===== src/hdl/nearest_weight_vector_search_unit_defines.svh =====
// assertion macros shared by the search unit
`ifndef NEAREST_WEIGHT_VECTOR_SEARCH_UNIT_DEFINES_SVH
`define NEAREST_WEIGHT_VECTOR_SEARCH_UNIT_DEFINES_SVH

// condition must hold in the same cycle
`define NWVS_ASSERT_NOW(label, clk, rst, ante, cons, msg) \
   label: assert property (@(posedge clk) disable iff (rst) (ante) |-> (cons)) \
      else $error(msg);

// condition must hold in the next cycle
`define NWVS_ASSERT_NEXT(label, clk, rst, ante, cons, msg) \
   label: assert property (@(posedge clk) disable iff (rst) (ante) |=> (cons)) \
      else $error(msg);

`endif


===== src/hdl/nwvs_pkg.sv =====
// types and constants of the nearest weight vector search unit
package nwvs_pkg;

   localparam int VALUE_WIDTH    = 16;
   localparam int NIDX_FIELD_W   = 10;
   localparam int DIDX_FIELD_W   = 6;
   localparam int OUT_W          = 11;
   localparam int NCOUNT_REG_W   = 11;
   localparam int DCOUNT_REG_W   = 7;
   localparam int COLS_REG_W     = 11;
   localparam int CSR_DATA_W     = 11;
   localparam int CSR_INDEX_W    = 2;

   localparam logic CMD_LOAD_WEIGHT = 1'b0;
   localparam logic CMD_DATA_POINT  = 1'b1;

   typedef enum logic [CSR_INDEX_W-1:0] {
      CSR_NEURON_COUNT    = 2'd0,
      CSR_DIMENSION_COUNT = 2'd1,
      CSR_GRID_COLUMNS    = 2'd2
   } csr_index_type;

   typedef struct packed {
      logic                           cmd;
      logic [NIDX_FIELD_W-1:0]        neuron_index;
      logic [DIDX_FIELD_W-1:0]        dim_index;
      logic signed [VALUE_WIDTH-1:0]  value;
      logic                           last;
   } nwvs_req_type;

   typedef struct packed {
      logic [OUT_W-1:0] bmu_row;
      logic [OUT_W-1:0] bmu_col;
   } nwvs_rsp_type;

   typedef struct packed {
      logic wr_weight;
      logic wr_point;
      logic mac_valid;
      logic first_dim;
      logic last_dim;
      logic first_neuron;
      logic div_start;
   } nwvs_cmd_type;

   typedef struct packed {
      logic pipe_busy;
      logic div_done;
   } nwvs_status_type;

   typedef enum logic [1:0] {
      ST_IDLE,
      ST_SWEEP,
      ST_DRAIN,
      ST_DIVIDE
   } nwvs_state_type;

endpackage


===== src/hdl/nwvs_ctrl.sv =====
// controller: item intake and neuron/dimension sweep sequencing
module nwvs_ctrl #(
   parameter int NIDX_W = 10,
   parameter int DIDX_W = 6,
   parameter int NCNT_W = 11,
   parameter int DCNT_W = 7
) (
   input  logic                     clock,
   input  logic                     reset,
   input  logic                     start,
   output logic                     busy,
   input  logic                     req_cmd,
   input  logic                     req_last,
   input  logic [NCNT_W-1:0]        neuron_limit,
   input  logic [DCNT_W-1:0]        dim_limit,
   output nwvs_pkg::nwvs_cmd_type   dp_cmd,
   output logic [NIDX_W-1:0]        mac_nidx,
   output logic [DIDX_W-1:0]        mac_didx,
   input  nwvs_pkg::nwvs_status_type dp_status
);
   import nwvs_pkg::*;

   nwvs_state_type    state_ff, state_in;
   logic [NIDX_W-1:0] nidx_ff, nidx_in;
   logic [DIDX_W-1:0] didx_ff, didx_in;
   logic              last_dim, last_neuron;

   assign last_dim    = (DCNT_W'(didx_ff) + DCNT_W'(1)) == dim_limit;
   assign last_neuron = (NCNT_W'(nidx_ff) + NCNT_W'(1)) == neuron_limit;

   always_ff @(posedge clock) begin
      if (reset) begin
         state_ff <= ST_IDLE;
         nidx_ff  <= '0;
         didx_ff  <= '0;
      end else begin
         state_ff <= state_in;
         nidx_ff  <= nidx_in;
         didx_ff  <= didx_in;
      end
   end

   always_comb begin
      state_in = state_ff;
      nidx_in  = nidx_ff;
      didx_in  = didx_ff;
      dp_cmd   = '0;
      unique case (state_ff)
         ST_IDLE: begin
            if (start) begin
               if (req_cmd == CMD_DATA_POINT) begin
                  dp_cmd.wr_point = 1'b1;
                  if (req_last) begin
                     state_in = ST_SWEEP;
                     nidx_in  = '0;
                     didx_in  = '0;
                  end
               end else begin
                  dp_cmd.wr_weight = 1'b1;
               end
            end
         end
         ST_SWEEP: begin
            dp_cmd.mac_valid    = 1'b1;
            dp_cmd.first_dim    = (didx_ff == '0);
            dp_cmd.last_dim     = last_dim;
            dp_cmd.first_neuron = (nidx_ff == '0);
            if (last_dim) begin
               didx_in = '0;
               if (last_neuron) begin
                  state_in = ST_DRAIN;
               end else begin
                  nidx_in = NIDX_W'(nidx_ff + 1'b1);
               end
            end else begin
               didx_in = DIDX_W'(didx_ff + 1'b1);
            end
         end
         ST_DRAIN: begin
            if (!dp_status.pipe_busy) begin
               dp_cmd.div_start = 1'b1;
               state_in         = ST_DIVIDE;
            end
         end
         ST_DIVIDE: begin
            if (dp_status.div_done) begin
               state_in = ST_IDLE;
            end
         end
         default: begin
            state_in = ST_IDLE;
         end
      endcase
   end

   assign busy     = (state_ff != ST_IDLE);
   assign mac_nidx = nidx_ff;
   assign mac_didx = didx_ff;

endmodule


===== config.mk =====
export PLATFORM = sky130hd
export DESIGN_NAME = nwvs_ctrl
export DESIGN_NICKNAME = d
export VERILOG_FILES = /design/src/hdl/nearest_weight_vector_search_unit_defines.svh /design/src/hdl/nwvs_pkg.sv /design/src/hdl/nwvs_ctrl.sv
export SDC_FILE = /design/constraint.sdc
export NUM_CORES = 1
export LEC_CHECK = 0
export BUFFER_PORTS_ARGS = -buffer_cell sky130_fd_sc_hd__buf_2
export CORE_MARGIN = 1.5
export CORE_UTILIZATION = 52
export DETAILED_ROUTE_END_ITERATION = 6
export PLACE_DENSITY = 0.8
export SYNTH_ARGS = -nofsm -noshare
export SYNTH_HDL_FRONTEND = slang
export SYNTH_SLANG_ARGS = --single-unit

===== constraint.sdc =====
create_clock -name clock -period 3.9 [get_ports clock]
set_input_delay 0.78 -clock clock [delete_from_list [all_inputs] [get_ports clock]]
set_output_delay 0.78 -clock clock [all_outputs]
set_load 0.1 [all_outputs]

==> results.sh <==
export IMPL_clk_latency_ps=300
export IMPL_fill_cells=309
export IMPL_std_cell_rows=20
export IMPL_netlist_instances=214
export IMPL_final_core_util=0.647
export IMPL_cts_tree="yes"
export IMPL_synthTopCellsByArea="dfxtp_1 21%, ha_1 5.8%, xnor2_1 5.6%"
export IMPL_die_area_um2=3660
export IMPL_dominantRegCellSynth="dfxtp_1"
export IMPL_synth_seq_cells=18
export IMPL_cap_violations=0
export IMPL_syn_to_final_growth_pct=16.8
export IMPL_synth_warning_count=0
export IMPL_combPwrFrac=0.518
export IMPL_synthArstFlopShare=0
export IMPL_synth_cell_types=57
export IMPL_num_antenna_cells=0
export IMPL_viasPerCell=5.83
export IMPL_max_freq_mhz=288
export IMPL_grt_usage=0.227
export IMPL_h_tree_depth=1
export IMPL_path_clk_slew_ps=110
export IMPL_synth_edff_count=0
export IMPL_first_global_vias=1444
export IMPL_pwr_share_seq=0.302
export IMPL_slew_violations=0
export IMPL_postCtsResizedCells=0
export IMPL_p_switching_mw=0.337
export IMPL_route_detailed_drc=0
export IMPL_slew_headroom=0.589
export IMPL_clockPowerShare=0.180
export IMPL_start_util=0.554
export IMPL_syn_cell_area_um2=1720
export IMPL_clock_skew_ps=3.38
export IMPL_wl_um=4020
export IMPL_cts_buffers=3
export IMPL_cp_start_kind="register"
export IMPL_ioPinCount=49
export IMPL_period_share=0.892
export IMPL_yosys_area_top_type_share=0.210
export IMPL_syn_nets=247
export IMPL_crit_type="register to output port"
export IMPL_wl_per_cell_um=13.3
export IMPL_ys_seq_area_frac=0.210
export IMPL_synthTopCellsByCount="18 x dfxtp_1, 14 x inv_1, 13 x nand2_1, 13 x nor2_1, 11 x xnor2_1"
export IMPL_portBuffers=48
export IMPL_globalplace_congestion=0.963
export IMPL_ant_nets=0
export IMPL_p_int_mw=0.334
export IMPL_cts_sinks=18
export IMPL_layout_nets=292
export IMPL_min_path_type="register to register"
export IMPL_grt_pass1_wl_um=6360
export IMPL_post_cts_buffers=0
export IMPL_dp_final_hpwl_um=3160
export IMPL_clockBufferDepth=2
export IMPL_peakVddDrop_mv=0.227
export IMPL_drt_iter0_drc=84
export IMPL_fin_crit_ps=3480
export IMPL_die_x_um=60.5
export IMPL_dr_pass1_iters=4
export IMPL_finalHoldViolCount=0
export IMPL_grt_max_degree=14
export IMPL_status="completed"
export IMPL_rsz0062_at_grt="no"
export IMPL_dpl_instance_area_um2=1970
export IMPL_die_h_um=60.5
export IMPL_core_area_um2=3100
export IMPL_setup_viol=0
export IMPL_finalPower_mw=0.671
export IMPL_root_buffer="clkbuf_4"
export IMPL_grt_antenna_before_repair=0
export IMPL_avgSynthCellArea_um2=8.03
export IMPL_crit_required_ps=3120
export IMPL_vias=1761
export IMPL_yosys_area_top_type="dfxtp_1"
export IMPL_hold_buffers=0
export IMPL_yosysMostFrequentCell="dfxtp_1"
export IMPL_cp_end_kind="output port"
export IMPL_p_leak_nw=0.819
export IMPL_grt_ovfl_total=0
export IMPL_switching_share=0.502
export IMPL_tns_ps=0
export IMPL_critPathArrivalTime_ps=2700
export IMPL_drive_above_1_share=0.275
export IMPL_p_per_area_nw_per_um2=334
export IMPL_design_area_um2=2010
export IMPL_path_max_fanout=10
export IMPL_tightestPinTransition_ps=613
-- flip-flops by register name, indices dropped and copies added, names as in the netlist --
register  flops
state_ff      2
mac_didx      6
mac_nidx     10
-- area by class of cell --
class	instances	area, um^2	share of cell area
Timing Repair Buffer	50	255	0.127
Tap cell	44	55.1	0.0274
Inverter	14	52.6	0.0262
Clock buffer	4	36.3	0.0181
Multi-Input combinational cell	172	1250	0.622
Sequential cell	18	360	0.180
-- through the flow --
step | hold slack, ps | cells | setup slack [ps]
final | 520 | 302 | 423
after global routing | 541 | 302 | 296
after CTS | 528 | 302 | 414
after detailed placement | 510 | 298 | 572
after global placement | 502 | 298 | 671
after floorplan | 482 | 214 | 50.9
-- power groups by stage --
stage          clock (mW)  sequential [mW]  combinational [mW]
6_report            0.121            0.202               0.348
5_1_grt             0.130            0.205               0.369
4_1_cts             0.123            0.203               0.348
3_5_place_dp            0            0.207               0.347
3_3_place_gp            0            0.207               0.345
2_1_floorplan           0            0.220               0.272
-- cell usage in the layout, fill, tap and decap left out, types with 4 or more instances in the layout --
master and instances:
a21oi_1 9, a311oi_1 6, and3_1 5, buf_2 48
dfxtp_1 18, ha_1 8, inv_1 14, nand2_1 13
nand2b_1 6, nand3_1 6, nor2_1 13, nor2b_1 8
nor3_1 10, nor4_1 4, o211ai_1 4, o21ai_0 5
xnor2_1 11, xor2_1 6
-- worst max-delay path: stages, from the launching register on --
cell and delay [ps]:
dfxtp_1 540, nand2_1 160, o21a_1 230, or4_4 490, a2111oi_4 370, and2_2 190, buf_2 410
-- cell families (layout without fill, tap and decap cells) --
kind of cell               after synthesis  count (layout)  share of synthesized area
xor gates and xnor gates                17              17                     0.0867
DFF                                     18              18                      0.210
AOI/OAI and AO/OA                       55              55                      0.258
and+or+nand+nor                         87              87                      0.291
buffers and inverters                   24              68                     0.0648
adders and majority gates                8               8                     0.0583
muxes                                    5               5                     0.0313
-- final timing paths --
path	startpoint	end	slack (ps)	depth (start not counted)
hold reg to reg	state_ff[1]	state_ff[1]	520	2
hold / removal	state_ff[1]	state_ff[1]	520	2
setup / recovery	mac_didx[3]	dp_cmd[2]	420	6
setup reg to reg	mac_nidx[0]	mac_nidx[6]	550	9
-- per-layer routing --
metal	vias up	track usage	wire, um	share of wire
met5	-	0	0	0
met4	0	0.0590	59	0.015
met3	7	0.0426	217	0.054
met2	42	0.363	1810	0.45
met1	828	0.316	1940	0.48
li1	884	-	-	-
No activity file was read; power rests on OpenSTA's default activity.
